**src/rtl/clsc_pkg.sv**
```systemverilog
// Shared types, codes and frequency tables for the clock level step controller.
// Depends on nothing; used by the top level and its checker.
package clsc_pkg;

  localparam int unsigned FREQ_W     = 10;
  localparam int unsigned TABLE_ROWS = 4;
  localparam int unsigned ROM_WIDTH  = 16;

  localparam logic [2:0] CMD_STEP_TARGET   = 3'd0;
  localparam logic [2:0] CMD_STEP_MAX      = 3'd1;
  localparam logic [2:0] CMD_SET_MODE      = 3'd2;
  localparam logic [2:0] CMD_STEP_PLAN     = 3'd3;
  localparam logic [2:0] CMD_LOAD_MEASURED = 3'd4;
  localparam logic [2:0] CMD_CLEAR_CHANGED = 3'd5;

  localparam logic [1:0] MODE_DEFAULT  = 2'd0;
  localparam logic [1:0] MODE_AUTO     = 2'd1;
  localparam logic [1:0] MODE_MANUAL   = 2'd2;
  localparam logic [1:0] MODE_RESERVED = 2'd3;

  localparam logic [0:0] ADDR_AUTO_MIN = 1'b0;

  localparam logic [FREQ_W-1:0] AUTO_MIN_RESET = 10'd41;

  typedef logic [FREQ_W-1:0] freq_t;

  // Ascending frequency tables, one row per domain; unused slots are zero.
  localparam freq_t FREQ_ROM [TABLE_ROWS][ROM_WIDTH] = '{
    '{10'd41, 10'd83, 10'd111, 10'd126, 10'd147, 10'd166, 10'd181, 10'd209,
      10'd222, 10'd251, 10'd292, 10'd333, 10'd389, 10'd444, 10'd468, 10'd500},
    '{10'd41, 10'd55, 10'd83, 10'd111, 10'd166, 10'd222, 10'd0, 10'd0,
      10'd0, 10'd0, 10'd0, 10'd0, 10'd0, 10'd0, 10'd0, 10'd0},
    '{10'd55, 10'd83, 10'd111, 10'd166, 10'd222, 10'd0, 10'd0, 10'd0,
      10'd0, 10'd0, 10'd0, 10'd0, 10'd0, 10'd0, 10'd0, 10'd0},
    '{10'd83, 10'd111, 10'd166, 10'd0, 10'd0, 10'd0, 10'd0, 10'd0,
      10'd0, 10'd0, 10'd0, 10'd0, 10'd0, 10'd0, 10'd0, 10'd0}
  };

  localparam logic [4:0] ROM_COUNT [TABLE_ROWS] = '{5'd16, 5'd6, 5'd5, 5'd3};

  localparam freq_t ROM_DEFAULT [TABLE_ROWS] = '{10'd333, 10'd111, 10'd222, 10'd111};

  // Next table entry above (up) or below the current value; the current value
  // when there is none. Only the first lim entries of the row take part.
  function automatic freq_t step_level(input logic [1:0] d, input freq_t cur,
                                       input logic up, input logic [5:0] lim);
    freq_t res;
    logic  found;
    logic  use_entry;
    res   = cur;
    found = 1'b0;
    for (int i = 0; i < ROM_WIDTH; i++) begin
      use_entry = (i < ROM_COUNT[d]) && (i < lim);
      if (use_entry && up && !found && (FREQ_ROM[d][i] > cur)) begin
        res   = FREQ_ROM[d][i];
        found = 1'b1;
      end
      if (use_entry && !up && (FREQ_ROM[d][i] < cur)) begin
        res = FREQ_ROM[d][i];
      end
    end
    return res;
  endfunction

endpackage

```
**src/rtl/clock_level_step_controller.sv**
```systemverilog
// Clock level step controller for up to four clock domains.
// Depends on clsc_pkg for the command and mode codes and the frequency tables.

// One command is taken in every cycle while the result side keeps up; each
// request passes an input register and then a result register, which offers
// its result. Domain state (mode, target, maximum, plan) and the shared
// changed flag are updated in the cycle the request leaves the input register,
// so back-to-back requests to the same domain see each other's effect. The
// table step is a parallel compare across the domain's row. auto_min_freq sits
// at byte address 0 of the register port.
module clock_level_step_controller #(
  parameter int unsigned DOMAINS     = 4,
  parameter int unsigned TABLE_DEPTH = 16,
  parameter int unsigned PLAN_LEVELS = 3
) (
  input  logic        clk_i,
  input  logic        rst_ni,
  // Command stream.
  input  logic        s_axis_tvalid_i,
  output logic        s_axis_tready_o,
  // [1:0] device, [2] raise, [4:3] new_mode, [14:5] measured_freq, [15] zero
  input  logic [15:0] s_axis_tdata_i,
  // [2:0] command
  input  logic [2:0]  s_axis_tuser_i,
  // Result stream.
  output logic        m_axis_tvalid_o,
  input  logic        m_axis_tready_i,
  // [9:0] apply_freq, [19:10] target_out, [29:20] max_out, [31:30] mode_out,
  // [33:32] plan_out, [34] changed, [39:35] zero
  output logic [39:0] m_axis_tdata_o,
  // [0] apply_valid
  output logic [0:0]  m_axis_tuser_o,
  // Register port.
  input  logic        psel,
  input  logic        penable,
  input  logic        pwrite,
  input  logic [0:0]  paddr,
  input  logic [31:0] pwdata,
  output logic [31:0] prdata,
  output logic        pready
);

  localparam int unsigned IDX_W   = (DOMAINS > 1) ? $clog2(DOMAINS) : 1;
  localparam int unsigned PLAN_W  = 2;
  localparam logic [5:0]  LIM     = 6'(TABLE_DEPTH);
  localparam logic [PLAN_W-1:0] PLAN_TOP = PLAN_W'(PLAN_LEVELS - 1);

  typedef logic [clsc_pkg::FREQ_W-1:0] freq_t;

  // Register port.
  clsc_pkg::freq_t auto_min_q;

  assign pready = 1'b1;
  assign prdata = (paddr == clsc_pkg::ADDR_AUTO_MIN) ? {22'd0, auto_min_q} : 32'd0;

  always_ff @(posedge clk_i or negedge rst_ni) begin
    if (!rst_ni) begin
      auto_min_q <= clsc_pkg::AUTO_MIN_RESET;
    end else if (psel && penable && pwrite && pready &&
                 (paddr == clsc_pkg::ADDR_AUTO_MIN)) begin
      auto_min_q <= pwdata[clsc_pkg::FREQ_W-1:0];
    end
  end

  // Input register.
  logic        in_valid_q;
  logic [2:0]  cmd_q;
  logic [1:0]  dev_q;
  logic        raise_q;
  logic [1:0]  new_mode_q;
  freq_t       meas_q;
  logic        advance;
  logic        out_valid_q;

  assign advance         = !out_valid_q || m_axis_tready_i;
  assign s_axis_tready_o = !in_valid_q || advance;

  always_ff @(posedge clk_i or negedge rst_ni) begin
    if (!rst_ni) begin
      in_valid_q <= 1'b0;
    end else if (s_axis_tready_o) begin
      in_valid_q <= s_axis_tvalid_i;
    end
  end

  always_ff @(posedge clk_i) begin
    if (s_axis_tvalid_i && s_axis_tready_o) begin
      cmd_q      <= s_axis_tuser_i;
      dev_q      <= s_axis_tdata_i[1:0];
      raise_q    <= s_axis_tdata_i[2];
      new_mode_q <= s_axis_tdata_i[4:3];
      meas_q     <= s_axis_tdata_i[14:5];
    end
  end

  // Domain state.
  logic [1:0]        mode_q   [DOMAINS];
  freq_t             target_q [DOMAINS];
  freq_t             max_q    [DOMAINS];
  logic [PLAN_W-1:0] plan_q   [DOMAINS];
  logic              changed_q;

  logic [2:0]        dev_ext;
  logic [IDX_W-1:0]  idx;
  logic              present;
  logic [1:0]        mode_cur;
  freq_t             tgt_cur, max_cur;
  logic [PLAN_W-1:0] plan_cur;

  assign dev_ext  = {1'b0, dev_q};
  assign idx      = dev_ext[IDX_W-1:0];
  assign present  = (32'(dev_q) < DOMAINS);
  assign mode_cur = mode_q[idx];
  assign tgt_cur  = target_q[idx];
  assign max_cur  = max_q[idx];
  assign plan_cur = plan_q[idx];

  logic [1:0]        mode_d;
  freq_t             tgt_d, max_d;
  logic [PLAN_W-1:0] plan_d;
  logic              changed_d;
  logic              apply_d;
  freq_t             afreq_d;
  freq_t             step_t, step_m;

  always_comb begin
    mode_d    = mode_cur;
    tgt_d     = tgt_cur;
    max_d     = max_cur;
    plan_d    = plan_cur;
    changed_d = changed_q;
    apply_d   = 1'b0;
    afreq_d   = '0;
    step_t    = clsc_pkg::step_level(dev_q, tgt_cur, raise_q, LIM);
    step_m    = clsc_pkg::step_level(dev_q, max_cur, raise_q, LIM);
    case (cmd_q)
      clsc_pkg::CMD_STEP_TARGET: begin
        // In auto mode the maximum wins over the auto floor.
        if (mode_cur == clsc_pkg::MODE_AUTO) begin
          if (step_t < auto_min_q) step_t = auto_min_q;
          if (step_t > max_cur) step_t = max_cur;
        end
        if (mode_cur == clsc_pkg::MODE_MANUAL) begin
          max_d     = step_t;
          changed_d = 1'b1;
        end
        tgt_d = step_t;
        if (mode_cur != clsc_pkg::MODE_DEFAULT) begin
          apply_d = 1'b1;
          afreq_d = max_d;
        end
      end
      clsc_pkg::CMD_STEP_MAX: begin
        max_d     = step_m;
        changed_d = 1'b1;
        if (tgt_cur > step_m) begin
          tgt_d   = step_m;
          apply_d = 1'b1;
          if (mode_cur == clsc_pkg::MODE_MANUAL || mode_cur == clsc_pkg::MODE_AUTO) begin
            afreq_d = step_m;
          end else begin
            afreq_d = clsc_pkg::ROM_DEFAULT[dev_q];
          end
        end
      end
      clsc_pkg::CMD_SET_MODE: begin
        if (new_mode_q != clsc_pkg::MODE_RESERVED) begin
          mode_d    = new_mode_q;
          changed_d = 1'b1;
          apply_d   = 1'b1;
          case (new_mode_q)
            clsc_pkg::MODE_MANUAL: afreq_d = max_cur;
            clsc_pkg::MODE_AUTO:   afreq_d = tgt_cur;
            default:               afreq_d = clsc_pkg::ROM_DEFAULT[dev_q];
          endcase
        end
      end
      clsc_pkg::CMD_STEP_PLAN: begin
        if (raise_q && (plan_cur < PLAN_TOP)) begin
          plan_d    = plan_cur + 1'b1;
          changed_d = 1'b1;
        end else if (!raise_q && (plan_cur != '0)) begin
          plan_d    = plan_cur - 1'b1;
          changed_d = 1'b1;
        end
      end
      clsc_pkg::CMD_LOAD_MEASURED: begin
        tgt_d     = meas_q;
        max_d     = meas_q;
        changed_d = 1'b1;
      end
      clsc_pkg::CMD_CLEAR_CHANGED: begin
        changed_d = 1'b0;
      end
      default: begin
      end
    endcase
  end

  logic do_update;
  assign do_update = in_valid_q && advance && present;

  always_ff @(posedge clk_i or negedge rst_ni) begin
    if (!rst_ni) begin
      for (int i = 0; i < DOMAINS; i++) begin
        mode_q[i]   <= clsc_pkg::MODE_DEFAULT;
        target_q[i] <= '0;
        max_q[i]    <= '0;
        plan_q[i]   <= '0;
      end
      changed_q <= 1'b1;
    end else if (do_update) begin
      mode_q[idx]   <= mode_d;
      target_q[idx] <= tgt_d;
      max_q[idx]    <= max_d;
      plan_q[idx]   <= plan_d;
      changed_q     <= changed_d;
    end
  end

  // Result register.
  logic [39:0] out_data_q;
  logic        out_apply_q;

  always_ff @(posedge clk_i or negedge rst_ni) begin
    if (!rst_ni) begin
      out_valid_q <= 1'b0;
    end else if (advance) begin
      out_valid_q <= in_valid_q;
    end
  end

  always_ff @(posedge clk_i) begin
    if (in_valid_q && advance) begin
      if (present) begin
        out_apply_q <= apply_d;
        out_data_q  <= {5'd0, changed_d, plan_d, mode_d, max_d, tgt_d, afreq_d};
      end else begin
        out_apply_q <= 1'b0;
        out_data_q  <= {5'd0, changed_q, 34'd0};
      end
    end
  end

  assign m_axis_tvalid_o = out_valid_q;
  assign m_axis_tdata_o  = out_data_q;
  assign m_axis_tuser_o  = out_apply_q;

endmodule

```
**config.mk**
```make
export PLATFORM = sky130hd
export DESIGN_NAME = clock_level_step_controller
export DESIGN_NICKNAME = d
export VERILOG_FILES = /design/src/rtl/clsc_pkg.sv /design/src/rtl/clock_level_step_controller.sv
export SDC_FILE = /design/constraint.sdc
export NUM_CORES = 1
export LEC_CHECK = 0
export ABC_AREA = 1
export BUFFER_PORTS_ARGS = -buffer_cell sky130_fd_sc_hd__buf_2
export CAP_MARGIN = 20
export CORE_MARGIN = 3
export CORE_UTILIZATION = 40
export DETAILED_ROUTE_END_ITERATION = 16
export GPL_TIMING_DRIVEN = 0
export HOLD_SLACK_MARGIN = 0.02
export PLACE_DENSITY = 0.66
export SLEW_MARGIN = 10
export SYNTH_ARGS = -nofsm -noshare
export SYNTH_HDL_FRONTEND = slang
export SYNTH_SLANG_ARGS = --single-unit
```
**constraint.sdc**
```tcl
create_clock -name clk_i -period 15.8 [get_ports clk_i]
set_clock_uncertainty 0.05 [all_clocks]
set_input_delay 3.16 -clock clk_i [delete_from_list [all_inputs] [get_ports clk_i]]
set_output_delay 3.16 -clock clk_i [all_outputs]
set_load 0.01 [all_outputs]
```
; ---- Word-level counts from Yosys, hierarchy flattened
; Cells that the tools add are included.
[totals]
regBits = 163
wordCells = 454
[op_classes]
order_cmp = 86
n_mux = 153
n_reduce_logical = 174
n_bitwise = 2
n_addsub = 2
n_eq_ne = 10
[ops]
columns = operator, n
row1 = 10-bit 2-to-1 mux, 83
row2 = 10-bit > comparator, 34
row3 = 10-bit < comparator, 33
row4 = 160-bit binary-select mux with 2-bit select, 1
row5 = 160-bit 2-to-1 mux, 2
row6 = 1-bit logical AND, 134
row7 = 10-bit case mux with 3 select lines, 3
row8 = 40-bit bitwise mux, 2
row9 = 10-bit binary-select mux with 2-bit select, 3
row10 = 4-bit by 5-bit < comparator with 1-bit output (first input constant), 8
row11 = 1-bit 2-to-1 mux, 37
row12 = 1-bit logical NOT, 33
row13 = 10-bit demux with 2-bit select, 1
row14 = 3-bit by 5-bit < comparator with 1-bit output (first input constant), 4
row15 = 2-bit 2-to-1 mux, 10
row16 = 10-bit case mux with 2 select lines, 1
row17 = 8-bit bitwise mux, 2
row18 = 5-bit binary-select mux with 2-bit select, 1
row19 = 1-bit by 5-bit < comparator with 1-bit output (first input constant), 2
row20 = 2-bit by 5-bit < comparator with 1-bit output (first input constant), 2
row21 = 5-bit 2-to-1 mux, 2
row22 = 2-bit binary-select mux with 2-bit select, 2
row23 = 3-bit by 2-bit == test with 1-bit output (second input constant), 2
row24 = 3-bit == test (second input constant), 2
row25 = 18 further kinds, 23

; ---- Depth between registers and ports, before layout
[depth]
word_depth = 79
ltp_mapped = 58
depth_no_buf = 55

; ---- Worst setup path after synthesis
; OpenSTA, ideal clock, no wires.
[synth_timing]
path_kind = reg-to-reg
startpoint = register dev_q[1]
endpoint = register out_data_q[22], in the netlist m_axis_tdata_o[22], data pin
slack_ns = 7.697
setup_time_ns = 0.277
synth_period_minus_slack_ns = 8.103
path_stages_with_launch = 48
arrival_time_ns = 7.775
n_path_buf = 7
cell_sequence = edfxtp_1 buf_6 inv_6 buf_6 buf_6 clkbuf_1 ha_1 clkbuf_1 inv_1 ha_1 nand2_1 inv_1 nand2_1 nand2_1 a21oi_1 nand2_1 nand4_1 nand3_4 (+12 left out) a21oi_1 a2111oi_0 clkbuf_1 nand3_1 and2_1 ha_1 nand4_1 nor3_1 o21ai_0 o211ai_1 nand2_1 clkbuf_1 o21ai_0 inv_1 nand2_1 nand3_1 nand3_1 nand3_2
[synth_between]
elab_chain_cells = 78
[synth_rtl]
columns = item, line_no
row1 = from (decl), clock_level_step_controller.sv:68  ; logic [1:0] dev_q;
row2 = from (signal assigned), clock_level_step_controller.sv:89  ; dev_q <= s_axis_tdata_i[1:0];
row3 = 2-bit inverter with 3-bit output (implied by the code) (*), n/a
row4 = "parallel branches: the longest is 76 deep, another holds 10-bit > comparator", n/a
row5 = 10-bit case mux with 3 select lines (*), clock_level_step_controller.sv:136  ; case (cmd_q)
row6 = net max_d[2], clock_level_step_controller.sv:119  ; freq_t tgt_d, max_d;
row7 = to (signal assigned), clock_level_step_controller.sv:237  ; out_data_q <= {5'd0, changed_d, plan_d, mode_d, max_d, tgt_d, afreq_d};
row8 = to (signal assigned), clock_level_step_controller.sv:240  ; out_data_q <= {5'd0, changed_q, 34'd0};
row9 = to (decl), clock_level_step_controller.sv:222  ; logic [39:0] out_data_q;
; Mark *: on every way through the listed nets, which the timed path passes. The select of a mux whose other input is x is not followed.
; A chain may end at the register's enable or synchronous reset.

; ---- Worst setup path in the final report
[layout_timing]
startpoint = register dev_q[1]
endpoint = register out_data_q[23], in the netlist m_axis_tdata_o[23], data pin
; Same word-level chain as after synthesis.

==> metrics <==
CP Data Arrival Time around 11 ns; total track usage between 20% and 30%; most common cell after layout, fill and taps aside nand2_1; Clock Latency Late Sink ~0.47 ns; unrepaired setup endpoints after global routing no; drt drc 0; vias per inst roughly 5.5; Post-synth EDFFs between 50 and 60; CP Capture Type register; TritonCTS Buffers 17; core area roughly 36,000 um^2; die span in x between 150 and 200 um; final HPWL from detailed placement 41,500 um; worst slew pin tran about 0.97 ns; maxcap violations 0; commonest non-fill, non-tap cells in the layout 763 x nand2_1, 212 x inv_1, 157 x nand3_1, 138 x nor2_1, 137 x a21oi_1; Static Leak approximately 8.6 nW; Storage cell area about 4400 um^2; multi-input logic area between 8000 and 9000 um^2; most used cell, CP nand2_1; H-tree depth 4; DR WL met2 24,400 um; wire length on met1 around 24,000 um; I/O Buffers 83; Unique masters post-synth 69; CP max stage delay between 0.9 and 1 ns; Max Used Layer met4; Async SR Flop Fraction between 60% and 70%; # diodes 0; area grow syn2layout 11.6%; final setup violation count 0; Buf+Inv Stages, Crit Path 12; Starting Density roughly two fifths; total gr overflow 0; hold_buf cts 0; largest fanout on the critical path 25; Tot Pwr about 2.5 mW; clk slew on worst S/H paths about 0.07 ns; Core Util, Final 45.7%; delay-heaviest family, CP buffers and inverters; Max Root-Sink Buffers 2; fin crit share a little under three quarters; io pins ~140; met3 wire length approximately 3900 um; clk sinks ~160; synth warn 0; most frequently used flop master after synthesis dfrtp_1; first-pass GRT wire length 82,500 um; post_cts resized 0; Final Critical Period roughly 11 ns; #FFs+latches synth around 160; Cell Area, Synth roughly 15,000 um^2; critical path class register to register; largest net degree at the start of global routing 67; Layout Nets 2,475; First-pass DRT Iterations 6; upper clock frequency limit 0.0888 GHz; WL final about 54,000 um; PwrDens about 150 nW/um^2; cell row count 69; share of cells above drive strength 1 about an eighth; status finished, final reports clean; Routability Congestion around 1.0; critical path required time 15.84 ns; final hold violations 0; slew margin rel. between 30% and 40%; Setup Total Neg Slack 0 ns; Max Slew Vio Count 0; via count 15.2k; Synth Instances between 2k and 2.5k; HP Class register to register; mean area per synthesized cell 6.81 um^2; Die Ht between 150 and 200 um; startpoint types register; Avg WL per Cell 19.7 um; Seq/Total Area, Yosys a little under 30%; FILL cells between 3k and 4k; Routed Antenna Nets 0; worst vdd ir about 0.00009 V; initial antenna violation count 3; Root Driver clkbuf_16; slowest CP cell ha_1; vias in the first global route between 10k and 15k; Post-CTS Setup Bufs 0; CTS tree yes; Die ar. between 30,000 and 40,000 um^2; initial DRC count between 1.5k and 2k
==> cell type report <==
type                    instances  area share [%]
multi-input cells            1695            54.4
flip-flops and latches        163            26.6
inverters                     236            5.46
plain buffers                  87            3.71
well taps                     461            3.52
repair buffers                 86            2.90
clock buffers                  19            2.64
clock inverters                13           0.764
==> worst reg2reg max path, delay by kind of cell, from the launching register on <==
family,cells,cell delay (ns)
simple gates,19,2.54
compound gates,8,1.90
buf+inv,12,3.59
fa+ha+maj,4,2.21
flops,1,0.61
==> path summary, 6_finish.rpt <==
| check | from | endpoint | slack [ns] | cells after the start |
|---|---|---|---|---|
| worst max register to register | dev_q[1] | m_axis_tdata_o[23] | 4.54 | 43 |
| worst min-delay path | target_q[31] | target_q[31] | 0.43 | 2 |
| worst min register to register | target_q[31] | target_q[31] | 0.43 | 2 |
| min in group asynchronous | rst_ni | target_q[3] | 2.57 | 1 |
| max in group asynchronous | rst_ni | auto_min_q[5] | 12.39 | 2 |
| worst max-delay path | dev_q[1] | m_axis_tdata_o[23] | 4.54 | 43 |
==> state kept, by name, summed over array words and instances, names as in the netlist, 2 cells and up <==
| signal | cells |
|---|---|
| m_axis_tdata_o | 35 |
| auto_min_q | 10 |
| cmd_q | 3 |
| new_mode_q | 2 |
| meas_q | 10 |
| dev_q | 2 |
| target_q | 40 |
| plan_q | 8 |
| mode_q | 8 |
| max_q | 40 |
==> power by group <==
group | switching, mW | total [mW] | internal, mW
Clock | 0.197 | 0.417 | 0.220
Combinational | 1.00 | 1.44 | 0.439
Sequential | 0.0728 | 0.664 | 0.591
Total | 1.27 | 2.52 | 1.25
==> metal layers <==
layer	track usage (%)	up-vias
li1	-	7327
met1	36.9	7125
met2	44.4	607
met3	4.64	129
met4	11.7	0
met5	0	-
==> through the flow <==
step / instance area (um^2) / setup slack (ns) / hold WS, ns / cells
floorplan: 14800 / 7.70 / 0.394 / 2181
global placement: 15800 / 4.41 / 0.408 / 2725
detailed placement: 15800 / 4.89 / 0.415 / 2728
CTS: 16400 / 4.88 / 0.434 / 2760
global route: 16400 / 3.84 / 0.450 / 2760
finish: 16400 / 4.54 / 0.431 / 2760
==> logic make-up (layout without fill, tap and decap cells) <==
kind of cell | Yosys count | count (layout) | synth area share [%]
AO/OA/AOI/OAI | 320 | 320 | 12.4
XOR/XNOR | 1 | 1 | 0.0597
adder cells (fa/ha/maj) | 130 | 130 | 11.1
buffers and inverters | 323 | 441 | 10.2
other | 2 | 28 | 0.0512
AND/OR/NAND/NOR | 1216 | 1216 | 36.4
flip-flops | 163 | 163 | 29.7
==> cell usage after synthesis (all sizes together), types with 6 or more instances <==
| master | instances | area share, % |
|---|---|---|
| o211ai | 13 | 0.70 |
| edfxtp | 54 | 11 |
| nand4 | 35 | 1.7 |
| dlygate4sd3 | 9 | 0.61 |
| clkbuf | 17 | 0.51 |
| or2 | 6 | 0.26 |
| ha | 130 | 11 |
| nand3 | 180 | 7.0 |
| dfrtp | 105 | 18 |
| clkinv | 6 | 0.16 |
| o221ai | 6 | 0.36 |
| nand2 | 790 | 21 |
| o21ai | 104 | 3.5 |
| nor3 | 25 | 0.96 |
| nand3b | 9 | 0.46 |
| a31oi | 12 | 0.51 |
| and2 | 8 | 0.34 |
| buf | 60 | 3.0 |
| nor4 | 7 | 0.34 |
| inv | 230 | 5.9 |
| a21oi | 139 | 4.8 |
| o22ai | 9 | 0.38 |
| nor2 | 153 | 4.3 |
Note: power is estimated with default switching activity, not from simulation.
